`src/rtl/cpds_pkg.sv`:
```
// shared types, constants and helper functions of the cart-pole step unit
`default_nettype none
package cpds_pkg;

  localparam int FracBitsDef   = 24;
  localparam int SemiDef       = 0;
  localparam int TrigItersDef  = 24;
  localparam int NumCfg        = 8;
  localparam int CfgW          = 31;
  localparam int ReduceSteps   = 14;
  localparam int LastPc        = 26;

  localparam logic [47:0] Q30TwoPi  = 48'd6746518852;
  localparam logic signed [35:0] Q30Pi     = 36'sd3373259426;
  localparam logic signed [35:0] Q30HalfPi = 36'sd1686629713;
  localparam logic signed [35:0] Q30TwoPiS = 36'sd6746518852;
  localparam logic signed [33:0] Q30Gain   = 34'sd652032874;

  localparam logic signed [31:0] Max32 = 32'sh7fffffff;
  localparam logic signed [31:0] Min32 = 32'sh80000000;

  typedef enum logic [2:0] {
    CFG_PUSH_FORCE, CFG_GRAVITY, CFG_POLE_MASS, CFG_TOTAL_MASS,
    CFG_HALF_LEN, CFG_TIME_STEP, CFG_POS_LIMIT, CFG_ANGLE_LIMIT
  } cfg_idx_e;

  typedef enum logic [1:0] {OP_ADD, OP_SUB, OP_MUL, OP_DIV} op_e;

  typedef enum logic [4:0] {
    R_POS, R_VEL, R_ANG, R_RATE, R_S, R_C, R_FORCE, R_G, R_MP, R_MT, R_LEN,
    R_TAU, R_FT, R_T, R_U, R_PML, R_TEMP, R_NUM, R_DEN, R_ALPHA, R_ACC
  } opnd_e;

  typedef struct packed {
    op_e   op;
    opnd_e a;
    opnd_e b;
    opnd_e dst;
  } uop_t;

  typedef enum logic [2:0] {
    ST_IDLE, ST_TRIG, ST_ISSUE, ST_MULW, ST_DIVW, ST_DONE
  } st_e;

  typedef enum logic [2:0] {
    CP_IDLE, CP_REDUCE, CP_WRAP, CP_FOLD, CP_ROT, CP_DONE
  } cp_e;

  typedef enum logic [1:0] {DV_IDLE, DV_RUN, DV_DONE} dv_e;

  function automatic logic signed [31:0] sat33(logic signed [32:0] v);
    logic signed [31:0] r;
    if (v > 33'sh0_7fffffff) r = Max32;
    else if (v < -33'sh0_80000000) r = Min32;
    else r = v[31:0];
    return r;
  endfunction

  function automatic logic signed [31:0] sat64(logic signed [63:0] v);
    logic signed [31:0] r;
    if (v > 64'sh7fffffff) r = Max32;
    else if (v < -64'sh80000000) r = Min32;
    else r = v[31:0];
    return r;
  endfunction

  function automatic logic [31:0] atan_q30(logic [4:0] i);
    logic [31:0] r;
    case (i)
      5'd0: r = 32'h3243F6A8;  5'd1: r = 32'h1DAC6705;  5'd2: r = 32'h0FADBAFC;
      5'd3: r = 32'h07F56EA6;  5'd4: r = 32'h03FEAB76;  5'd5: r = 32'h01FFD55B;
      5'd6: r = 32'h00FFFAAA;  5'd7: r = 32'h007FFF55;  5'd8: r = 32'h003FFFEA;
      5'd9: r = 32'h001FFFFD;  5'd10: r = 32'h000FFFFF; 5'd11: r = 32'h0007FFFF;
      5'd12: r = 32'h0003FFFF; 5'd13: r = 32'h0001FFFF; 5'd14: r = 32'h0000FFFF;
      5'd15: r = 32'h00007FFF; 5'd16: r = 32'h00003FFF; 5'd17: r = 32'h00001FFF;
      5'd18: r = 32'h00000FFF; 5'd19: r = 32'h000007FF; 5'd20: r = 32'h000003FF;
      5'd21: r = 32'h000001FF; 5'd22: r = 32'h000000FF; 5'd23: r = 32'h0000007F;
      5'd24: r = 32'h0000003F; 5'd25: r = 32'h0000001F; 5'd26: r = 32'h0000000F;
      5'd27: r = 32'h00000008; 5'd28: r = 32'h00000004; 5'd29: r = 32'h00000002;
      5'd30: r = 32'h00000001; default: r = 32'h00000000;
    endcase
    return r;
  endfunction

  function automatic uop_t mk(op_e op, opnd_e a, opnd_e b, opnd_e dst);
    uop_t u;
    u.op = op; u.a = a; u.b = b; u.dst = dst;
    return u;
  endfunction

  // dynamics program, integration tail depends on semi-implicit mode
  function automatic uop_t uop_at(logic [4:0] pc, logic semi);
    uop_t u;
    case (pc)
      5'd0:  u = mk(OP_MUL, R_MP, R_LEN, R_PML);
      5'd1:  u = mk(OP_MUL, R_PML, R_RATE, R_T);
      5'd2:  u = mk(OP_MUL, R_T, R_RATE, R_T);
      5'd3:  u = mk(OP_MUL, R_T, R_S, R_T);
      5'd4:  u = mk(OP_ADD, R_FORCE, R_T, R_T);
      5'd5:  u = mk(OP_DIV, R_T, R_MT, R_TEMP);
      5'd6:  u = mk(OP_MUL, R_G, R_S, R_T);
      5'd7:  u = mk(OP_MUL, R_C, R_TEMP, R_U);
      5'd8:  u = mk(OP_SUB, R_T, R_U, R_NUM);
      5'd9:  u = mk(OP_MUL, R_MP, R_C, R_T);
      5'd10: u = mk(OP_MUL, R_T, R_C, R_T);
      5'd11: u = mk(OP_DIV, R_T, R_MT, R_T);
      5'd12: u = mk(OP_SUB, R_FT, R_T, R_T);
      5'd13: u = mk(OP_MUL, R_LEN, R_T, R_DEN);
      5'd14: u = mk(OP_DIV, R_NUM, R_DEN, R_ALPHA);
      5'd15: u = mk(OP_MUL, R_PML, R_ALPHA, R_T);
      5'd16: u = mk(OP_MUL, R_T, R_C, R_T);
      5'd17: u = mk(OP_DIV, R_T, R_MT, R_T);
      5'd18: u = mk(OP_SUB, R_TEMP, R_T, R_ACC);
      5'd19: u = semi ? mk(OP_MUL, R_TAU, R_ACC, R_T) : mk(OP_MUL, R_TAU, R_VEL, R_T);
      5'd20: u = semi ? mk(OP_ADD, R_VEL, R_T, R_VEL) : mk(OP_MUL, R_TAU, R_ACC, R_U);
      5'd21: u = semi ? mk(OP_MUL, R_TAU, R_VEL, R_T) : mk(OP_ADD, R_POS, R_T, R_POS);
      5'd22: u = semi ? mk(OP_ADD, R_POS, R_T, R_POS) : mk(OP_ADD, R_VEL, R_U, R_VEL);
      5'd23: u = semi ? mk(OP_MUL, R_TAU, R_ALPHA, R_T) : mk(OP_MUL, R_TAU, R_RATE, R_T);
      5'd24: u = semi ? mk(OP_ADD, R_RATE, R_T, R_RATE) : mk(OP_MUL, R_TAU, R_ALPHA, R_U);
      5'd25: u = semi ? mk(OP_MUL, R_TAU, R_RATE, R_T) : mk(OP_ADD, R_ANG, R_T, R_ANG);
      5'd26: u = semi ? mk(OP_ADD, R_ANG, R_T, R_ANG) : mk(OP_ADD, R_RATE, R_U, R_RATE);
      default: u = mk(OP_ADD, R_T, R_T, R_T);
    endcase
    return u;
  endfunction

endpackage
`default_nettype wire

```
`src/rtl/cpds_div.sv`:
```
// radix-2 restoring fixed-point divider with saturation
`default_nettype none
module cpds_div
  import cpds_pkg::*;
#(
  parameter int FRAC_BITS = FracBitsDef
) (
  input  wire logic               clk_i,
  input  wire logic               rst_ni,
  input  wire logic               start_i,
  input  wire logic signed [31:0] a_i,
  input  wire logic signed [31:0] b_i,
  output logic                    done_o,
  output logic signed [31:0]      q_o
);
  localparam int DW = 32 + FRAC_BITS;
  localparam int CW = $clog2(DW);

  dv_e state_q, state_d;
  logic [DW-1:0] num_q;
  logic [31:0]   rem_q, den_q;
  logic [CW-1:0] cnt_q;
  logic          neg_q, zero_q, apos_q, aneg_q;

  logic [31:0] a_mag, b_mag;
  logic [32:0] trial;
  logic        fits;

  assign a_mag = a_i[31] ? 32'(-a_i) : a_i;
  assign b_mag = b_i[31] ? 32'(-b_i) : b_i;
  assign trial = {rem_q, num_q[DW-1]};
  assign fits  = trial >= {1'b0, den_q};

  always_comb begin
    state_d = state_q;
    case (state_q)
      DV_IDLE: if (start_i) state_d = (b_i == '0) ? DV_DONE : DV_RUN;
      DV_RUN:  if (cnt_q == '0) state_d = DV_DONE;
      DV_DONE: state_d = DV_IDLE;
      default: state_d = DV_IDLE;
    endcase
  end

  always_comb begin
    done_o = (state_q == DV_DONE);
    if (zero_q) begin
      q_o = apos_q ? Max32 : (aneg_q ? Min32 : 32'sd0);
    end else if (neg_q) begin
      q_o = (num_q > DW'(33'h0_80000000)) ? Min32 : 32'(-num_q);
    end else begin
      q_o = (num_q > DW'(32'h7fffffff)) ? Max32 : num_q[31:0];
    end
  end

  always_ff @(posedge clk_i or negedge rst_ni) begin
    if (!rst_ni) begin
      state_q <= DV_IDLE;
    end else begin
      state_q <= state_d;
    end
  end

  always_ff @(posedge clk_i) begin
    case (state_q)
      DV_IDLE: begin
        num_q  <= DW'(a_mag) << FRAC_BITS;
        rem_q  <= '0;
        den_q  <= b_mag;
        cnt_q  <= CW'(DW - 1);
        neg_q  <= a_i[31] ^ b_i[31];
        zero_q <= (b_i == '0);
        apos_q <= !a_i[31] && (a_i != '0);
        aneg_q <= a_i[31];
      end
      DV_RUN: begin
        rem_q <= fits ? 32'(trial - {1'b0, den_q}) : trial[31:0];
        num_q <= {num_q[DW-2:0], fits};
        cnt_q <= cnt_q - CW'(1);
      end
      default: ;
    endcase
  end
endmodule
`default_nettype wire

```
`config.mk`:
```
export PLATFORM = sky130hd
export DESIGN_NAME = cpds_div
export DESIGN_NICKNAME = d
export VERILOG_FILES = /design/src/rtl/cpds_pkg.sv /design/src/rtl/cpds_div.sv
export SDC_FILE = /design/constraint.sdc
export NUM_CORES = 1
export LEC_CHECK = 0
export BUFFER_PORTS_ARGS = -buffer_cell sky130_fd_sc_hd__clkbuf_2
export CAP_MARGIN = 5
export CORE_MARGIN = 2
export CORE_UTILIZATION = 46
export DETAILED_ROUTE_END_ITERATION = 16
export PLACE_DENSITY = 0.61
export SYNTH_ARGS = -nofsm -noshare
export SYNTH_HDL_FRONTEND = slang
export SYNTH_SLANG_ARGS = --single-unit
```
`constraint.sdc`:
```
create_clock -name clk_i -period 6.4 [get_ports clk_i]
set_input_delay 0.64 -clock clk_i [delete_from_list [all_inputs] [get_ports clk_i]]
set_output_delay 0.64 -clock clk_i [all_outputs]
set_load 0.01 [all_outputs]
```
Word-level counts from Yosys, hierarchy flattened
Index checks and enable logic that the tools add are counted.
Widths: inputs -> output; s select.
{ "totals": {"ff_bits": 132, "input_bits": 67, "output_inout_bits": 33, "elab_cells": 47} }
{ "classes": {"add_sub_neg": 5, "n_lt_le_gt_ge": 3, "n_eq_ne": 4, "mux": 16, "n_bitwise": 1, "reduce_logical": 8} }
{ "op_table": {"columns": ["op", "count"], "rows": [
  ["$mux 32", 8],
  ["$pmux 56 s2", 1],
  ["$neg 32->32", 3],
  ["$pmux 32 s2", 1],
  ["$gt 56x31->1 const B", 1],
  ["$gt 56x32->1 const B", 1],
  ["$ge 33x32->1", 1],
  ["$logic_not 32->1", 1],
  ["$reduce_bool 32->1", 1],
  ["$sub 32x32->32", 1],
  ["$mux 31", 1],
  ["$pmux 6 s2", 1],
  ["$logic_not 6->1", 1],
  ["$mux 2", 3],
  ["$sub 6x1->6 const B", 1],
  ["$ne 2x2->1 const B", 2],
  ["$pmux 2 s2", 1],
  ["$eq 2x1->1 const B", 1],
  ["$eq 2x2->1 const B", 1],
  ["$logic_not 2->1", 1],
  ["$reduce_and 2->1", 1],
  ["$reduce_bool 2->1", 1],
  ["$logic_and 1x1->1", 1],
  ["$logic_not 1->1", 1],
  ["$xor 1x1->1", 1]
]} }

Depth between registers and ports, before layout
{ "logic_depth": {"word_depth": 4, "ltp_mapped": 13} }

Worst setup path after synthesis
No wires, ideal clock.
{ "synth_path": {"path_kind": "reg2out", "from": "register num_q[18]", "to": "output port q_o[25]", "arrival_time_ns": 2.953, "required_time_ns": 5.760, "path_slack_ns": 2.807, "path_stages_with_launch": 8, "n_path_buf": 1, "path_cell_list": "edfxtp_1 > or4_1 > or3_1 > nor4b_2 > and4b_1 > o2111ai_1 > clkbuf_1 > o311ai_0"} }
{ "synth_between": {"elab_chain_len": 4} }
{ "synth_rtl": {"columns": ["element", "line", "rtl"], "rows": [
  ["start: declaration", "cpds_div.sv:20", "logic [DW-1:0] num_q;"],
  ["start signal: assignment", "cpds_div.sv:66", "num_q <= DW'(a_mag) << FRAC_BITS;"],
  ["start signal: assignment", "cpds_div.sv:77", "num_q <= {num_q[DW-2:0], fits};"],
  ["$gt 56x31->1 (tied with other cells)", "cpds_div.sv:51", "q_o = (num_q > DW'(32'h7fffffff)) ? Max32 : num_q[31:0];"],
  ["$mux 32, on equally long branches", "cpds_div.sv:51, cpds_div.sv:49", null],
  ["$mux 32 (*)", "cpds_div.sv:48", "end else if (neg_q) begin"],
  ["$mux 32 (*)", "cpds_div.sv:46", "if (zero_q) begin"],
  ["end: declaration", "cpds_div.sv:14", "output logic signed [31:0] q_o"]
]} }
Mark *: on every way between the ends. The rest lies on a longest branch, timed or not.

Worst setup path after layout
{ "layout_path": {"from": "register num_q[18]", "to": "output port q_o[5]"} }
{ "layout_between": {"elab_chain_len": 4} }
{ "layout_rtl": {"columns": ["element", "line"], "rows": [
  ["$gt 56x31->1 / $gt 56x32->1 (equally long branches)", "cpds_div.sv:51, cpds_div.sv:49"],
  ["$mux 32, on equally long branches", "cpds_div.sv:51, cpds_div.sv:49"],
  ["$mux 32 (*)", "cpds_div.sv:48"],
  ["$mux 32 (*)", "cpds_div.sv:46"]
]} }
Marked as above.

==> summary.md <==
| Metric | Value |
|---|---|
| Fin util | `52.9%` |
| RSZ-0062 raised after global routing | `no` |
| First-pass GRT wire length | `37500 um` |
| Filler instances | `1897` |
| Worst Max-Slew Pin Slew | `1.30 ns` |
| Average size of a mapped cell | `9.07 um^2` |
| Setup crit start kind | `flip-flop` |
| Initial Util | `46.5%` |
| Slew Limit Fails | `0` |
| Hold WC Path Type | `primary input to flip-flop` |
| Largest area contributor in the netlist | `edfxtp_1` |
| Post-CTS resize count | `0` |
| Final Hold Violating Endpoints | `0` |
| Fin crit share | `75.2%` |
| Gr usage total | `21.5%` |
| Vias/cell | `5.69` |
| Post-CTS Hold Buffers | `1` |
| R2R cell count | `9` |
| Setup Skew | `0.00796 ns` |
| Power density cells | `499 nW/um^2` |
| TritonCTS clock tree | `yes` |
| Crit end category | `output pin` |
| Initial DRT Pass Iterations | `5` |
| Reg2reg start | `rem_q[2]` |
| Reg area | `3950 um^2` |
| Place WS | `2.10 ns` |
| Final Wtd Congestion | `0.831` |
| Multi-input logic area | `5030 um^2` |
| Cell Area, Placed | `10100 um^2` |
| Antenna violations before repair | `0` |
| Number of synthesized register bits | `132` |
| Chip height | `147 um` |
| Synth top area share | `41.8%` |
| Ys async rst share | `1.52%` |
| Syn Inst Count | `1030` |
| Hold path depth | `1` |
| # clock sinks | `132` |
| GRT Residual Overflow | `0` |
| N_diodes | `0` |
| Final setup violating endpoints | `0` |
| Slew margin rel. | `13.3%` |
| Most common cell after layout, fill and taps aside | `nand2_1` |
| VDD IR max | `0.000598 V` |
| Most frequent cells in the layout | `147 x nand2_1, 130 x edfxtp_1, 99 x clkbuf_2` |
| Fin area | `10600 um^2` |
| FF-to-FF End | `rem_q[31]` |
| # DRC | `0` |
| Total Nets Final | `1214` |
| Post-CTS Setup Bufs | `0` |
| Worst-skew pair later-pin latency | `0.42 ns` |
| TNS Setup | `0 ns` |
| Synth Flop Type | `edfxtp_1` |
| Post-route setup slack | `1.59 ns` |
| Avg WL per Cell | `16.2 um` |
| Clk slew on worst S/H paths | `0.06 ns` |
| Vias post-DR | `7920` |
| Synth Net Count | `1135` |
| Tmin final | `4.81 ns` |
| Largest net degree at the start of global routing | `94` |
| Worst Path Required | `5.76 ns` |
| P_leak | `4.31 nW` |
| Crit path arrival time | `4.17 ns` |
| Cts bufs inserted | `17` |
| Hold EP | `den_q[0]` |
| Synth Warn # | `0` |
| Synthesized area | `9340 um^2` |
| Count of unique library cells instantiated by Yosys | `70` |
| HP Start | `b_i[0]` |
| Layout cell share with drive strength beyond 1 | `14.2%` |
| Crit Path Class | `flip-flop to output pin` |
| FMAX | `208 MHz` |
| Iter 0 DRT Violations | `487` |
| Post-DP HPWL | `16400 um` |
| Routed WL | `22600 um` |
| Synth top area cells | `edfxtp_1 42%, nand2_1 5.9%, ha_1 5.0%` |
| Io pins | `100` |
| Post-synthesis sequential area ratio | `42.3%` |
| Max-cap check violation count | `0` |
| Number of global-route vias before repair | `7437` |
| Area growth, synth to finish | `13.8%` |
| Rows | `52` |
| Root Driver | `clkbuf_16` |
| Core area | `20100 um^2` |
| Die Wd | `147 um` |
| Final ANT Viol Nets | `0` |
| EDFF count, synth | `130` |
| R2R setup slack | `2.88 ns` |
| I/O Buffers | `99` |
| H-tree levels | `4` |
| Clock Path Buffers | `2` |
| Critical Path Fanout Max | `17` |
| Status | `finished clean` |
| DIE AREA | `21500 um^2` |
area by class of cell:
cell class,count,area share [%]
Tap cell,270,3.18
Multi-Input combinational cell,797,47.3
Clock inverter,14,1.20
Timing Repair Buffer,106,5.18
Inverter,55,1.95
Sequential cell,132,37.2
Clock buffer,18,4.04
critical path: stages, from the launching register on:
cell	delay, ns
edfxtp_1	0.44
or4_1	0.63
or3_1	0.42
nor4b_2	0.38
and4b_1	0.29
o211a_1	0.51
and2_1	0.55
nand3_1	0.14
a31oi_1	0.21
clkbuf_2	0.16
where the power goes:
group | leakage [nW] | total, mW | internal, mW | switching, mW
combinational | 2.63 | 2.61 | 1.05 | 1.56
sequential | 1.41 | 1.77 | 1.50 | 0.271
clock | 0.271 | 0.930 | 0.538 | 0.392
synth_stat cells (all sizes together) (3+ instances only):
cell type	n
a21oi	70
a221oi	3
o21ai	90
a211o	3
and4b	3
nand4	12
xor2	40
or4	13
nor2	68
nand2b	8
nand3	23
edfxtp	130
ha	37
nor2b	6
o21a	5
buf	6
o211ai	15
o41ai	11
xnor2	48
inv	55
clkbuf	40
and2	24
nor3	17
or2	3
a31oi	7
a21o	18
a211oi	21
o221ai	4
o311ai	6
and3	7
or3	16
nand2	147
nor4	14
o31ai	20
metal layers:
layer / wire [um] / vias up / global-route usage, % / share of wire, %
li1: - / 3969 / - / -
met1: 11500 / 3774 / 31.8 / 51
met2: 9890 / 153 / 32.5 / 44
met3: 964 / 24 / 4.25 / 4.3
met4: 267 / 0 / 5.44 / 1.2
met5: 0 / - / 0 / 0
state kept, by name, summed over array words and instances (netlist names):
signal   cells
num_q       56
den_q       32
rem_q       32
cnt_q        6
state_q      2
aneg_q       1
apos_q       1
neg_q        1
zero_q       1
worst max-delay path by stage:
| stage | startpoint | endpoint | slack, ns | cells after the start |
|---|---|---|---|---|
| 3_5_place_dp | num_q[18] | q_o[5] | 2.10 | 9 |
| 2_1_floorplan | num_q[18] | q_o[25] | 2.81 | 7 |
| 4_1_cts | num_q[18] | q_o[5] | 1.62 | 9 |
| 5_1_grt | num_q[8] | q_o[5] | 1.25 | 9 |
| 6_report | num_q[18] | q_o[5] | 1.59 | 9 |
| 3_3_place_gp | num_q[18] | q_o[5] | 2.17 | 9 |
cell families after synthesis:
kind of cell | Yosys count | synth area share (%)
muxes | 2 | 0.228
DFF | 132 | 42.3
adders and majority gates | 38 | 5.17
and+or+nand+nor | 375 | 20.0
AOI/OAI and AO/OA | 294 | 20.0
xor gates and xnor gates | 88 | 8.25
buffers and inverters | 101 | 4.08
per-stage QoR:
step | hold slack, ns | cells | power, mW
after CTS | 0.416 | 1392 | 5.32
after floorplan | 0.344 | 1030 | 3.68
after global routing | 0.418 | 1392 | 5.76
final | 0.430 | 1392 | 5.31
after global placement | 0.428 | 1359 | 4.34
after detailed placement | 0.428 | 1359 | 4.38
(Power assumes the default switching activity.)
