**src/rtl/cpds_pkg.sv**
```systemverilog
// shared types, constants and helper functions of the cart-pole step unit
`default_nettype none
package cpds_pkg;

  localparam int FracBitsDef   = 24;
  localparam int SemiDef       = 0;
  localparam int TrigItersDef  = 24;
  localparam int NumCfg        = 8;
  localparam int CfgW          = 31;
  localparam int ReduceSteps   = 14;
  localparam int LastPc        = 26;

  localparam logic [47:0] Q30TwoPi  = 48'd6746518852;
  localparam logic signed [35:0] Q30Pi     = 36'sd3373259426;
  localparam logic signed [35:0] Q30HalfPi = 36'sd1686629713;
  localparam logic signed [35:0] Q30TwoPiS = 36'sd6746518852;
  localparam logic signed [33:0] Q30Gain   = 34'sd652032874;

  localparam logic signed [31:0] Max32 = 32'sh7fffffff;
  localparam logic signed [31:0] Min32 = 32'sh80000000;

  typedef enum logic [2:0] {
    CFG_PUSH_FORCE, CFG_GRAVITY, CFG_POLE_MASS, CFG_TOTAL_MASS,
    CFG_HALF_LEN, CFG_TIME_STEP, CFG_POS_LIMIT, CFG_ANGLE_LIMIT
  } cfg_idx_e;

  typedef enum logic [1:0] {OP_ADD, OP_SUB, OP_MUL, OP_DIV} op_e;

  typedef enum logic [4:0] {
    R_POS, R_VEL, R_ANG, R_RATE, R_S, R_C, R_FORCE, R_G, R_MP, R_MT, R_LEN,
    R_TAU, R_FT, R_T, R_U, R_PML, R_TEMP, R_NUM, R_DEN, R_ALPHA, R_ACC
  } opnd_e;

  typedef struct packed {
    op_e   op;
    opnd_e a;
    opnd_e b;
    opnd_e dst;
  } uop_t;

  typedef enum logic [2:0] {
    ST_IDLE, ST_TRIG, ST_ISSUE, ST_MULW, ST_DIVW, ST_DONE
  } st_e;

  typedef enum logic [2:0] {
    CP_IDLE, CP_REDUCE, CP_WRAP, CP_FOLD, CP_ROT, CP_DONE
  } cp_e;

  typedef enum logic [1:0] {DV_IDLE, DV_RUN, DV_DONE} dv_e;

  function automatic logic signed [31:0] sat33(logic signed [32:0] v);
    logic signed [31:0] r;
    if (v > 33'sh0_7fffffff) r = Max32;
    else if (v < -33'sh0_80000000) r = Min32;
    else r = v[31:0];
    return r;
  endfunction

  function automatic logic signed [31:0] sat64(logic signed [63:0] v);
    logic signed [31:0] r;
    if (v > 64'sh7fffffff) r = Max32;
    else if (v < -64'sh80000000) r = Min32;
    else r = v[31:0];
    return r;
  endfunction

  function automatic logic [31:0] atan_q30(logic [4:0] i);
    logic [31:0] r;
    case (i)
      5'd0: r = 32'h3243F6A8;  5'd1: r = 32'h1DAC6705;  5'd2: r = 32'h0FADBAFC;
      5'd3: r = 32'h07F56EA6;  5'd4: r = 32'h03FEAB76;  5'd5: r = 32'h01FFD55B;
      5'd6: r = 32'h00FFFAAA;  5'd7: r = 32'h007FFF55;  5'd8: r = 32'h003FFFEA;
      5'd9: r = 32'h001FFFFD;  5'd10: r = 32'h000FFFFF; 5'd11: r = 32'h0007FFFF;
      5'd12: r = 32'h0003FFFF; 5'd13: r = 32'h0001FFFF; 5'd14: r = 32'h0000FFFF;
      5'd15: r = 32'h00007FFF; 5'd16: r = 32'h00003FFF; 5'd17: r = 32'h00001FFF;
      5'd18: r = 32'h00000FFF; 5'd19: r = 32'h000007FF; 5'd20: r = 32'h000003FF;
      5'd21: r = 32'h000001FF; 5'd22: r = 32'h000000FF; 5'd23: r = 32'h0000007F;
      5'd24: r = 32'h0000003F; 5'd25: r = 32'h0000001F; 5'd26: r = 32'h0000000F;
      5'd27: r = 32'h00000008; 5'd28: r = 32'h00000004; 5'd29: r = 32'h00000002;
      5'd30: r = 32'h00000001; default: r = 32'h00000000;
    endcase
    return r;
  endfunction

  function automatic uop_t mk(op_e op, opnd_e a, opnd_e b, opnd_e dst);
    uop_t u;
    u.op = op; u.a = a; u.b = b; u.dst = dst;
    return u;
  endfunction

  // dynamics program, integration tail depends on semi-implicit mode
  function automatic uop_t uop_at(logic [4:0] pc, logic semi);
    uop_t u;
    case (pc)
      5'd0:  u = mk(OP_MUL, R_MP, R_LEN, R_PML);
      5'd1:  u = mk(OP_MUL, R_PML, R_RATE, R_T);
      5'd2:  u = mk(OP_MUL, R_T, R_RATE, R_T);
      5'd3:  u = mk(OP_MUL, R_T, R_S, R_T);
      5'd4:  u = mk(OP_ADD, R_FORCE, R_T, R_T);
      5'd5:  u = mk(OP_DIV, R_T, R_MT, R_TEMP);
      5'd6:  u = mk(OP_MUL, R_G, R_S, R_T);
      5'd7:  u = mk(OP_MUL, R_C, R_TEMP, R_U);
      5'd8:  u = mk(OP_SUB, R_T, R_U, R_NUM);
      5'd9:  u = mk(OP_MUL, R_MP, R_C, R_T);
      5'd10: u = mk(OP_MUL, R_T, R_C, R_T);
      5'd11: u = mk(OP_DIV, R_T, R_MT, R_T);
      5'd12: u = mk(OP_SUB, R_FT, R_T, R_T);
      5'd13: u = mk(OP_MUL, R_LEN, R_T, R_DEN);
      5'd14: u = mk(OP_DIV, R_NUM, R_DEN, R_ALPHA);
      5'd15: u = mk(OP_MUL, R_PML, R_ALPHA, R_T);
      5'd16: u = mk(OP_MUL, R_T, R_C, R_T);
      5'd17: u = mk(OP_DIV, R_T, R_MT, R_T);
      5'd18: u = mk(OP_SUB, R_TEMP, R_T, R_ACC);
      5'd19: u = semi ? mk(OP_MUL, R_TAU, R_ACC, R_T) : mk(OP_MUL, R_TAU, R_VEL, R_T);
      5'd20: u = semi ? mk(OP_ADD, R_VEL, R_T, R_VEL) : mk(OP_MUL, R_TAU, R_ACC, R_U);
      5'd21: u = semi ? mk(OP_MUL, R_TAU, R_VEL, R_T) : mk(OP_ADD, R_POS, R_T, R_POS);
      5'd22: u = semi ? mk(OP_ADD, R_POS, R_T, R_POS) : mk(OP_ADD, R_VEL, R_U, R_VEL);
      5'd23: u = semi ? mk(OP_MUL, R_TAU, R_ALPHA, R_T) : mk(OP_MUL, R_TAU, R_RATE, R_T);
      5'd24: u = semi ? mk(OP_ADD, R_RATE, R_T, R_RATE) : mk(OP_MUL, R_TAU, R_ALPHA, R_U);
      5'd25: u = semi ? mk(OP_MUL, R_TAU, R_RATE, R_T) : mk(OP_ADD, R_ANG, R_T, R_ANG);
      5'd26: u = semi ? mk(OP_ADD, R_ANG, R_T, R_ANG) : mk(OP_ADD, R_RATE, R_U, R_RATE);
      default: u = mk(OP_ADD, R_T, R_T, R_T);
    endcase
    return u;
  endfunction

endpackage
`default_nettype wire

```
**src/rtl/cpds_cordic.sv**
```systemverilog
// iterative angle reduction and rotation-mode cordic for sin and cos
`default_nettype none
module cpds_cordic
  import cpds_pkg::*;
#(
  parameter int FRAC_BITS       = FracBitsDef,
  parameter int TRIG_ITERATIONS = TrigItersDef
) (
  input  wire logic               clk_i,
  input  wire logic               rst_ni,
  input  wire logic               start_i,
  input  wire logic signed [31:0] angle_i,
  output logic                    done_o,
  output logic signed [31:0]      sin_o,
  output logic signed [31:0]      cos_o
);
  localparam int Shift = 30 - FRAC_BITS;
  localparam int IW    = $clog2(TRIG_ITERATIONS + 1);

  cp_e phase_q, phase_d;
  logic [47:0]        v_q;
  logic               neg_q, flip_q;
  logic [3:0]         k_q;
  logic [IW-1:0]      i_q;
  logic signed [35:0] z_q;
  logic signed [33:0] x_q, y_q;

  logic [31:0]        ang_mag;
  logic [47:0]        cmp;
  logic signed [35:0] zs, zw, atan_v;
  logic signed [33:0] xf, yf, xs, ys;

  assign ang_mag = angle_i[31] ? 32'(-angle_i) : angle_i;
  assign cmp     = Q30TwoPi << k_q;
  assign zs      = neg_q ? -$signed({1'b0, v_q[34:0]}) : $signed({1'b0, v_q[34:0]});
  assign atan_v  = $signed({4'd0, atan_q30(5'(i_q))});

  always_comb begin
    zw = zs;
    if (zs > Q30Pi) zw = zs - Q30TwoPiS;
    else if (zs < -Q30Pi) zw = zs + Q30TwoPiS;
  end

  always_comb begin
    phase_d = phase_q;
    case (phase_q)
      CP_IDLE:   if (start_i) phase_d = CP_REDUCE;
      CP_REDUCE: if (k_q == 4'd0) phase_d = CP_WRAP;
      CP_WRAP:   phase_d = CP_FOLD;
      CP_FOLD:   phase_d = CP_ROT;
      CP_ROT:    if (i_q == IW'(TRIG_ITERATIONS - 1)) phase_d = CP_DONE;
      CP_DONE:   phase_d = CP_IDLE;
      default:   phase_d = CP_IDLE;
    endcase
  end

  always_comb begin
    done_o = (phase_q == CP_DONE);
    xf = flip_q ? -x_q : x_q;
    yf = flip_q ? -y_q : y_q;
    xs = xf >>> Shift;
    ys = yf >>> Shift;
    sin_o = ys[31:0];
    cos_o = xs[31:0];
  end

  always_ff @(posedge clk_i or negedge rst_ni) begin
    if (!rst_ni) begin
      phase_q <= CP_IDLE;
    end else begin
      phase_q <= phase_d;
    end
  end

  always_ff @(posedge clk_i) begin
    case (phase_q)
      CP_IDLE: begin
        v_q   <= 48'(ang_mag) << Shift;
        neg_q <= angle_i[31];
        k_q   <= 4'(ReduceSteps - 1);
      end
      CP_REDUCE: begin
        if (v_q >= cmp) v_q <= v_q - cmp;
        k_q <= k_q - 4'd1;
      end
      CP_WRAP: z_q <= zw;
      CP_FOLD: begin
        x_q    <= Q30Gain;
        y_q    <= '0;
        i_q    <= '0;
        flip_q <= 1'b0;
        if (z_q > Q30HalfPi) begin
          z_q <= z_q - Q30Pi;
          flip_q <= 1'b1;
        end else if (z_q < -Q30HalfPi) begin
          z_q <= z_q + Q30Pi;
          flip_q <= 1'b1;
        end
      end
      CP_ROT: begin
        if (z_q >= 0) begin
          x_q <= x_q - (y_q >>> i_q);
          y_q <= y_q + (x_q >>> i_q);
          z_q <= z_q - atan_v;
        end else begin
          x_q <= x_q + (y_q >>> i_q);
          y_q <= y_q - (x_q >>> i_q);
          z_q <= z_q + atan_v;
        end
        i_q <= i_q + IW'(1);
      end
      default: ;
    endcase
  end
endmodule
`default_nettype wire

```
**config.mk**
```make
export PLATFORM = sky130hd
export DESIGN_NAME = cpds_cordic
export DESIGN_NICKNAME = d
export VERILOG_FILES = /design/src/rtl/cpds_pkg.sv /design/src/rtl/cpds_cordic.sv
export SDC_FILE = /design/constraint.sdc
export NUM_CORES = 1
export LEC_CHECK = 0
export CORE_UTILIZATION = 45
export DETAILED_ROUTE_END_ITERATION = 7
export DONT_BUFFER_PORTS = 1
export HOLD_SLACK_MARGIN = 0.05
export PLACE_DENSITY = 0.66
export SLEW_MARGIN = 25
export SYNTH_ARGS = -nofsm -noshare
export SYNTH_HDL_FRONTEND = slang
export SYNTH_SLANG_ARGS = --single-unit
```
**constraint.sdc**
```tcl
create_clock -name clk_i -period 12.8 [get_ports clk_i]
set_input_delay 2.56 -clock clk_i [delete_from_list [all_inputs] [get_ports clk_i]]
set_output_delay 2.56 -clock clk_i [all_outputs]
set_load 0.02 [all_outputs]
```
==> Word-level counts from Yosys, hierarchy flattened <==
Memory sizes are Yosys's and may differ from the RTL's. A register that Yosys moved wholly into a read port is not among the register bits.
Cells that the tools add are included.
{ "word_totals": {"word_cells": 79, "latchBits": 0, "mem_bits_rw": 0, "ff_bits": 166, "mem_count": 1, "mem_bits_ro": 960} }
{ "classes": {"n_addsub": 17, "mul": 0, "muxes": 24, "magnitude_cmp": 6, "reduce_logical": 8, "eq_ne": 11, "bitwise_logic": 0, "div": 0, "shift": 3} }
{ "memory_table": {"columns": ["memory", "words", "word_bits", "rd", "rd_clocked_by_memory_dff", "wr", "line_no", "source"], "rows": [
  ["(name not given)", 32, 30, 1, 1, 0, "cpds_pkg.sv:69", "case (i)"]
]} }
{ "ops": {"columns": ["operator", "n"], "rows": [
  ["$mux W36", 6],
  ["$mux W34", 4],
  ["$pmux W34 S2", 2],
  ["$pmux W36 S3", 1],
  ["$pmux W48 S2", 1],
  ["$add A34 B34 Y34", 2],
  ["$neg A34 Y34", 2],
  ["$sshr A34 B5 Y34", 2],
  ["$sub A34 B34 Y34", 2],
  ["$ge A48 B48 Y1", 1],
  ["$mux W48", 1],
  ["$shl A33 B4 Y48 const A", 1],
  ["$sub A48 B48 Y48", 1],
  ["$add A36 B33 Y36", 1],
  ["$add A36 B33 Y36 const B", 1],
  ["$add A36 B34 Y36 const B", 1],
  ["$ge A36 B1 Y1 const B", 1],
  ["$gt A36 B32 Y1 const B", 1],
  ["$gt A36 B33 Y1 const B", 1],
  ["$lt A36 B32 Y1 const B", 1],
  ["$lt A36 B33 Y1 const B", 1],
  ["$neg A35 Y36", 1],
  ["$sub A36 B33 Y36", 1],
  ["$sub A36 B33 Y36 const B", 1],
  ["other kinds (23)", 32]
]} }

==> Depth between registers and ports, before layout <==
Gate-level depths: netlist of the first run.
{ "logic_depth": {"ltp_word": 6, "mapped_depth": 28, "mapped_depth_nobuf": 24} }

==> Worst setup path before layout of the first run <==
OpenSTA, ideal clock, no wires.
{ "synth_timing": {"path_type": "reg-to-reg", "from": "reg k_q[0]", "to": "reg v_q[10] (enable)", "synth_period_minus_slack_ps": 7224, "stages_incl_launch_ff": 17, "arrival_ps": 6718, "path_slack_ps": 5576, "t_required_ps": 12294, "path_cell_list": "edfxtp_1 -> inv_1 -> ha_1 -> clkbuf_1 -> nor2_1 -> a21oi_1 -> a21oi_1 -> ha_1 -> clkbuf_1 -> nand2_1 -> or3_1 -> o311ai_0 -> a32oi_1 -> a311oi_1 -> a211oi_1 -> o31a_1 -> nor3_1"} }
{ "synth_between": {"elab_chain_cells": 4} }
{ "synth_lines": {"columns": ["item", "line_no", "source"], "rows": [
  ["start: declaration", "cpds_cordic.sv:23", "logic [3:0] k_q;"],
  ["start signal: assignment", "cpds_cordic.sv:80", "k_q <= 4'(ReduceSteps - 1);"],
  ["start signal: assignment", "cpds_cordic.sv:84", "k_q <= k_q - 4'd1;"],
  ["$shl A33 B4 Y48", "cpds_cordic.sv:34", "assign cmp = Q30TwoPi << k_q;"],
  ["$ge A48 B48 Y1", "cpds_cordic.sv:83", "if (v_q >= cmp) v_q <= v_q - cmp;"],
  ["$ne A2 B2 Y1 (no line)", null, null],
  ["$reduce_and A2 Y1 (no line)", null, null],
  ["end signal: assignment", "cpds_cordic.sv:78", "v_q <= 48'(ang_mag) << Shift;"],
  ["end signal: assignment", "cpds_cordic.sv:83", null],
  ["end: declaration", "cpds_cordic.sv:21", "logic [47:0] v_q;"]
]} }
Every way passes these cells.
A chain may end at the register's enable or synchronous reset.

==> Worst setup path in the final report of the first run <==
{ "layout_timing": {"from": "reg x_q[3]", "to": "out cos_o[27]"} }
{ "layout_between": {"elab_chain_cells": 2} }
{ "layout_lines": {"columns": ["item", "line_no", "source"], "rows": [
  ["start: declaration", "cpds_cordic.sv:26", "logic signed [33:0] x_q, y_q;"],
  ["start signal: assignment", "cpds_cordic.sv:88", "x_q <= Q30Gain;"],
  ["start signal: assignment", "cpds_cordic.sv:102", "x_q <= x_q - (y_q >>> i_q);"],
  ["start signal: assignment", "cpds_cordic.sv:106", "x_q <= x_q + (y_q >>> i_q);"],
  ["$neg A34 Y34", "cpds_cordic.sv:59", "xf = flip_q ? -x_q : x_q;"],
  ["$mux W34", "cpds_cordic.sv:59", null],
  ["end: declaration", "cpds_cordic.sv:15", "output logic signed [31:0] cos_o"]
]} }
Every way passes these cells.

==> results of run 1 <==
==> cell usage in the layout (no fill, tap or decap), types with 30 or more instances in the layout <==
cell | Yosys | routed
nor2b_1 | 42 | 42
mux4_2 | 87 | 87
nand2_1 | 319 | 319
xnor2_1 | 249 | 246
a21oi_1 | 257 | 256
and3_1 | 35 | 35
o31ai_1 | 64 | 64
buf_4 | 15 | 37
nor2_1 | 258 | 257
nand3_1 | 80 | 80
mux2_2 | 33 | 33
mux2i_1 | 55 | 55
xor2_1 | 153 | 153
dfxtp_1 | 30 | 30
edfxtp_1 | 161 | 161
o21a_1 | 35 | 35
ha_1 | 205 | 205
nor3_1 | 58 | 57
o21ai_0 | 283 | 283
a21o_1 | 94 | 94
and2_1 | 43 | 43
or3_1 | 34 | 34
nand2b_1 | 64 | 64
a31oi_1 | 40 | 40
inv_1 | 97 | 97
==> worst max path at each step <==
stage                      endpoint  slack [ns]  cells after the start
after floorplan             v_q[10]        5.58                     16
after global placement      y_q[30]        5.61                     25
after detailed placement    y_q[32]        5.57                     25
after CTS                 sin_o[28]        5.20                     11
after global routing      sin_o[29]        4.95                     11
final                     cos_o[27]        5.25                     11
==> kinds of logic after synthesis <==
| group | after synthesis | share of synthesized area [%] |
|---|---|---|
| adder cells (fa/ha/maj) | 210 | 9.25 |
| flip-flops | 194 | 19.2 |
| buffers and inverters | 313 | 4.54 |
| multiplexers | 175 | 10.0 |
| AO/OA/AOI/OAI | 1118 | 25.6 |
| AND/OR/NAND/NOR | 1089 | 19.1 |
| XOR/XNOR | 403 | 12.3 |
==> layout make-up <==
cell class,instances,area [sq um],share of cell area (%)
clock buffer,17,425,1.42
clock inverter,15,243,0.813
inverter,104,393,1.32
multi-input combinational,2995,22000,73.5
sequential,194,5510,18.4
tap,846,1060,3.54
timing repair buffer,37,278,0.930
==> routing by layer <==
| metal | routed length (microns) | vias to the layer above | GRT usage (%) |
|---|---|---|---|
| met5 | 0 | - | 0 |
| met4 | 3980 | 0 | 13.2 |
| met3 | 5670 | 216 | 3.90 |
| met2 | 43100 | 1008 | 46.6 |
| met1 | 38800 | 13000 | 35.8 |
| li1 | - | 12900 | - |
==> power groups by stage <==
| stage | clock (W) | sequential (W) | combinational (W) |
|---|---|---|---|
| 4_1_cts | 0.000650 | 0.00105 | 0.00203 |
| 3_5_place_dp | 0 | 0.00107 | 0.00202 |
| 5_1_grt | 0.000667 | 0.00107 | 0.00227 |
| 6_report | 0.000640 | 0.00106 | 0.00205 |
| 3_3_place_gp | 0 | 0.00107 | 0.00201 |
| 2_1_floorplan | 0 | 0.000978 | 0.00163 |
==> stage by stage <==
| step | instances | cell area [sq um] | hold WS (ns) |
|---|---|---|---|
| after global routing | 4208 | 29900 | 0.663 |
| after CTS | 4208 | 29900 | 0.621 |
| after detailed placement | 4176 | 29200 | 0.605 |
| after global placement | 4176 | 29200 | 0.627 |
| final | 4208 | 29900 | 0.614 |
| after floorplan | 3502 | 28700 | 0.645 |
==> state kept, by name, indices dropped and copies added, names as in the netlist <==
| name | cells |
|---|---|
| atan_v | 30 |
| flip_q | 1 |
| i_q | 5 |
| k_q | 4 |
| neg_q | 1 |
| phase_q | 3 |
| v_q | 46 |
| x_q | 34 |
| y_q | 34 |
| z_q | 36 |
==> worst reg2reg max path, cell delays in order (launching register included) <==
cell      delay (ns)
edfxtp_1        0.33
buf_4           0.61
buf_4           0.76
inv_1           0.19
mux2_2          0.28
o21ai_0         0.12
nor2_1          0.14
a31oi_1         0.06
a21oi_1         0.30
inv_1           0.12
nor4b_2         0.45
or4b_1          0.61
o31ai_1         0.34
xor2_1          0.19
ha_1            0.30
a21o_1          0.21
a21o_1          0.17
a21oi_1         0.16
o21ai_0         0.09
a21o_1          0.18
a221o_1         0.40
a41oi_1         0.35
a21oi_1         0.18
a31oi_1         0.24
xor2_1          0.17
nor2_1          0.05
==> reports/qor.csv, run 1 <==
metric,value,unit
post-synth top area cell,edfxtp_1,
via density per instance,6.43,
die area,64800,sq um
"top cells by area, synth","edfxtp_1 (17%), ha_1 (8.9%), xnor2_1 (7.6%)",
post-DR wirelength/cell,21.8,microns
FF-to-FF Start,i_q[1],
Netlist cell types,108,
synth cell count leaders,"nand2_1 (319), o21ai_0 (283), nor2_1 (258)",
crit-path max FO,6,
cts hold-fix bufs,0,
CP Buf/Inv Count,0,
Combinational Power Share,54.6,%
# fillers,6292,
final wirelength,91.6,mm
Slew @ Worst Pin,0.997,ns
internal power,0.00204,W
Max rail drop VDD,0.000194,V
MaxCap Viol Count,0,
Die W,255,microns
"Req. time, crit path",10.24,ns
Setup-failing EPs final,0,
Yosys reg bits,194,
Crit path top cell by count,or4_1,
share of the synthesized area in the top cell type,16.8,%
DRC viols,1,
initial core utilization,45.5,%
synthesis-to-layout area growth,4.05,%
Core Region,63100,sq um
critical path cell sequence,nor4_2 > nand4b_1 > nor4_2 > nand3b_1 > or4_1 > or3_4 > or4_4 > or4_1 > or4_1 > o21ai_2 > xnor2_4,
Core Rows,92,
initial antenna violation count,0,
synthesized area,28700,sq um
async set-or-reset flop fraction in the synthesized netlist,1.55,%
via count,27100,
P_leak,11.2,nW
I/O Pins,100,
Tot Pwr,0.00375,W
Critical Path AT,4.99,ns
synthesized netlist net count,3746,
hold path startpoint,phase_q[2],
die height,255,microns
Total GRT Usage,28.0,%
Synth Flop Type,edfxtp_1,
Synth Warn #,0,
Net Sw Power,0.00171,W
Syn Area/Cell,8.20,sq um
Final Hold Viols,0,
Post-CTS Repair Setup Buffers,0,
WS Path Type,reg2out,
number of DRC markers in iteration 0,2652,
antenna cells,0,
Critical Path Source Type,flop,
reg2reg end,y_q[32],
Reg power frac,28.3,%
PortBufs,0,
Max Fclk,132,MHz
vias in the first global route,25200,
failing checks,design-rule violations,
Clock transition at path regs,0.09,ns
Pins Over Slew Limit,0,
Critical Path Sink Type,primary output,
"EDFF count, synth",161,
Mapped Cells,3502,
clock skew,0.0195,ns
cell family with most CP delay,simple AND/OR/NAND/NOR gates,
remaining global-route overflow,0,
ANT nets after route,0,
Clk network pwr share,17.1,%
Finished Core Util,47.3,%
WHS Path Cells,1,
Setup WS pre-CTS,5.57,ns
most common cell in the netlist,nand2_1,
sequential element share of the synthesized area,19.2,%
post-layout min period,7.55,ns
Pwr Density,126,nW/um^2
Rel. slew slack,31.8,%
clk buf depth,2,
Nets,3593,
critical path's slowest cell,edfxtp_1,
H-tree depth,4,
CP startpoint,x_q[3],
first-pass GRT wire length,143,mm
CTS buffer count,17,
gpl congestion,0.982,
post_cts resized,0,
period utilization,59.0,%
TritonRoute pass-1 iters,8,
later-pin clock latency in the skew report,0.51,ns
clk root buf,clkbuf_16,
R2R Setup Slk,5.52,ns
final worst slack,5.25,ns
status,"complete, but fails checks",
Hold Path Class,reg2reg,
layout cell share with drive strength beyond 1,8.03,%
Sink Count,194,
Fin Setup TNS,0,ns
cell depth of the worst flop-to-flop path,25,
Worst path max stage delay,0.49,ns
RSZ-0062 raised after global routing,no,
largest net degree at the start of global routing,75,
dpl hpwl,69.3,mm
CTS tree,yes,
Hold Path End,phase_q[1],
Switching Share,45.7,%
No activity file was read; power rests on OpenSTA's default activity.
==> run 2: changes to the inputs <==
--- a/config.mk
+++ b/config.mk
@@ -5,11 +5,12 @@
 export SDC_FILE = /design/constraint.sdc
 export NUM_CORES = 1
 export LEC_CHECK = 0
+export ABC_AREA = 1
 export CORE_UTILIZATION = 45
 export DETAILED_ROUTE_END_ITERATION = 7
 export DONT_BUFFER_PORTS = 1
 export HOLD_SLACK_MARGIN = 0.05
-export PLACE_DENSITY = 0.66
+export PLACE_DENSITY = 0.68
 export SLEW_MARGIN = 25
 export SYNTH_ARGS = -nofsm -noshare
 export SYNTH_HDL_FRONTEND = slang
==> constraint.sdc (replaced) <==
create_clock -name clk_i -period 6.25 [get_ports clk_i]
set_input_delay 1.25 -clock clk_i [delete_from_list [all_inputs] [get_ports clk_i]]
set_output_delay 1.25 -clock clk_i [all_outputs]
set_load 0.02 [all_outputs]
==> reports/qor.csv, run 2 <==
metric,value,unit,change
status,"complete, no violations",,"was complete, but fails checks"
dpl hpwl,90.6,mm,was 69.3 mm
die height,267,microns,was 255 microns
Finished Core Util,47.7,%,was 47.3%
H-tree depth,4,,unchanged
Hold Path Class,in2async,,was reg2reg
"top cells by area, synth","nand2_1 (18%), edfxtp_1 (15%), ha_1 (8.1%)",,"was edfxtp_1 (17%), ha_1 (8.9%), xnor2_1 (7.6%)"
cell depth of the worst flop-to-flop path,25,,unchanged
cell family with most CP delay,compound AO/OA/AOI/OAI gates,,was simple AND/OR/NAND/NOR gates
synth cell count leaders,"nand2_1 (1542), inv_1 (605), nor2_1 (601)",,"was nand2_1 (319), o21ai_0 (283), nor2_1 (258)"
final wirelength,113,mm,was 91.6 mm
"EDFF count, synth",161,,unchanged
Post-CTS Repair Setup Buffers,0,,unchanged
"Most flops, register",v_q,,unchanged
CP Buf/Inv Count,3,,was 0
Max Fclk,182,MHz,
Netlist cell types,72,,was 108
WS Path Type,reg2reg,,was reg2out
Synth Flop Type,edfxtp_1,,unchanged
Critical Path Sink Type,flop,,was primary output
largest net degree at the start of global routing,139,,was 75
I/O Pins,100,,unchanged
Clock transition at path regs,0.09,ns,about the same
Total GRT Usage,31.2,%,was 28.0%
CTS tree,yes,,unchanged
RSZ-0062 raised after global routing,no,,unchanged
Rel. slew slack,35.9,%,was 31.8%
share of the synthesized area in the top cell type,18.3,%,was 16.8%
"commonest cells after routing, fill and taps aside","nand2_1 (1542), inv_1 (603), nor2_1 (599), nand3_1 (409), a21oi_1 (383)",,"was nand2_1 (319), o21ai_0 (283), nor2_1 (257), a21oi_1 (256), xnor2_1 (246)"
Die W,267,microns,was 255 microns
async set-or-reset flop fraction in the synthesized netlist,1.55,%,unchanged
"commonest non-fill, non-tap cell in the layout",nand2_1,,unchanged
Critical Path AT,5.72,ns,was 4.99 ns
period utilization,87.8,%,
Synth Warn #,0,,unchanged
first-pass GRT wire length,177,mm,was 143 mm
clk root buf,clkbuf_16,,unchanged
Syn Area/Cell,5.85,sq um,was 8.20 sq um
ANT nets after route,0,,unchanged
via density per instance,5.71,,was 6.43
Sink Count,194,,unchanged
Global Route met2 Usage,50.7,%,was 46.6%
crit-path max FO,138,,was 6
later-pin clock latency in the skew report,0.51,ns,about the same
Critical Path Source Type,flop,,unchanged
number of DRC markers in iteration 0,3630,,was 2652
via count,35700,,was 27100
post_cts resized,0,,unchanged
Worst path max stage delay,0.41,ns,was 0.49 ns
synthesized area,31600,sq um,was 28700 sq um
DRC viols,0,,was 1
initial antenna violation count,1,,was 0
M1 GR Usage,42.8,%,was 35.8%
Fin Setup TNS,0,ns,unchanged
R2R Setup Slk,0.76,ns,was 5.52 ns
"Cell Count, Final, Fillers Out",6248,,was 4208
grt met3 use,4.21,%,was 3.90%
synthesis-to-layout area growth,4.28,%,was 4.05%
placed insts,6215,,was 4176
Setup-failing EPs final,0,,unchanged
Mapped Cells,5404,,was 3502
initial core utilization,45.8,%,was 45.5%
post-layout min period,5.49,ns,
remaining global-route overflow,0,,unchanged
WP depth,25,,was 11
clock skew,0.0292,ns,was 0.0195 ns
Pins Over Slew Limit,0,,unchanged
area of the multi-input gates,23000,sq um,was 22000 sq um
Regs by FF count,"v_q: 46 flops, z_q: 36 flops",,unchanged
# fillers,7472,,was 6292
Core Rows,96,,was 92
clk buf depth,2,,unchanged
PortBufs,0,,unchanged
Core Region,69100,sq um,was 63100 sq um
sequential element share of the synthesized area,17.4,%,was 19.2%
die area,71300,sq um,was 64800 sq um
Reg area,5510,sq um,unchanged
post-DR wirelength/cell,18.0,microns,was 21.8 microns
Top Usage Layer GRT,met2,,unchanged
synthesized netlist net count,5648,,was 3746
vias in the first global route,32100,,was 25200
Slew @ Worst Pin,0.959,ns,was 0.997 ns
Yosys reg bits,194,,unchanged
cts hold-fix bufs,0,,unchanged
max reg flops,46,,unchanged
Final Hold Viols,0,,unchanged
antenna cells,0,,unchanged
gpl congestion,1.01,,was 0.982
critical path's slowest cell,buf_12,,was edfxtp_1
most common cell in the netlist,nand2_1,,unchanged
Nets,5548,,was 3593
CTS buffer count,17,,unchanged
layout cell share with drive strength beyond 1,4.19,%,was 8.03%
"Req. time, crit path",6.48,ns,was 10.24 ns
post-synth top area cell,nand2_1,,was edfxtp_1
MaxCap Viol Count,0,,unchanged
TritonRoute pass-1 iters,7,,was 8
## run 2: metal layers
layer	vias up	routed length [microns]
li1	17800	-
met1	16200	50100
met2	1481	50400
met3	173	8970
met4	0	3020
met5	-	0
## run 2: cell type report
| type | count | share of cell area, % |
|---|---|---|
| tap | 931 | 3.53 |
| timing repair buffer | 38 | 0.964 |
| clock inverter | 14 | 0.494 |
| multi-input combinational | 4412 | 69.6 |
| inverter | 641 | 7.31 |
| sequential | 194 | 16.7 |
| clock buffer | 18 | 1.33 |
## run 2: per-stage QoR
| stage | worst slack, ns | cell area (sq um) | hold WS, ns |
|---|---|---|---|
| finish | 0.763 | 33000 | 0.438 |
| global route | 0.256 | 33000 | 0.415 |
| CTS | 0.902 | 32900 | 0.407 |
| detailed placement | 0.931 | 32300 | 0.619 |
| global placement | 0.931 | 32300 | 0.611 |
| floorplan | 0.850 | 31600 | 0.602 |
## run 2: cells by family after synthesis
family	Yosys count	share of synthesized area, %
AND/OR/NAND/NOR	2874	38.4
AO/OA/AOI/OAI	1111	19.6
buffers and inverters	798	10.1
adder cells (fa/ha/maj)	209	8.37
XOR/XNOR	200	5.54
flip-flops	194	17.4
multiplexers	18	0.570
## run 2: final timing paths
path	end	startpoint
max	x_q[25]	i_q[0]
min	phase_q[1]	rst_ni
max reg2reg	x_q[25]	i_q[0]
min reg2reg	i_q[0]	i_q[0]
max in group asynchronous	phase_q[0]	rst_ni
min in group clk_i	i_q[0]	i_q[0]
## run 2: worst reg2reg max path: cells and delay by family (launching register included)
family                   cells  cell delay, ns
multiplexers                 1            0.26
AO/OA/AOI/OAI                9            1.82
flip-flops                   1            0.40
AND/OR/NAND/NOR              9            1.34
XOR/XNOR                     1            0.25
buffers and inverters        3            0.57
adder cells (fa/ha/maj)      2            0.56
Power of run 2 is not shown: default switching activity piles up to over one toggle a cycle in this logic, so the estimate is an artifact.
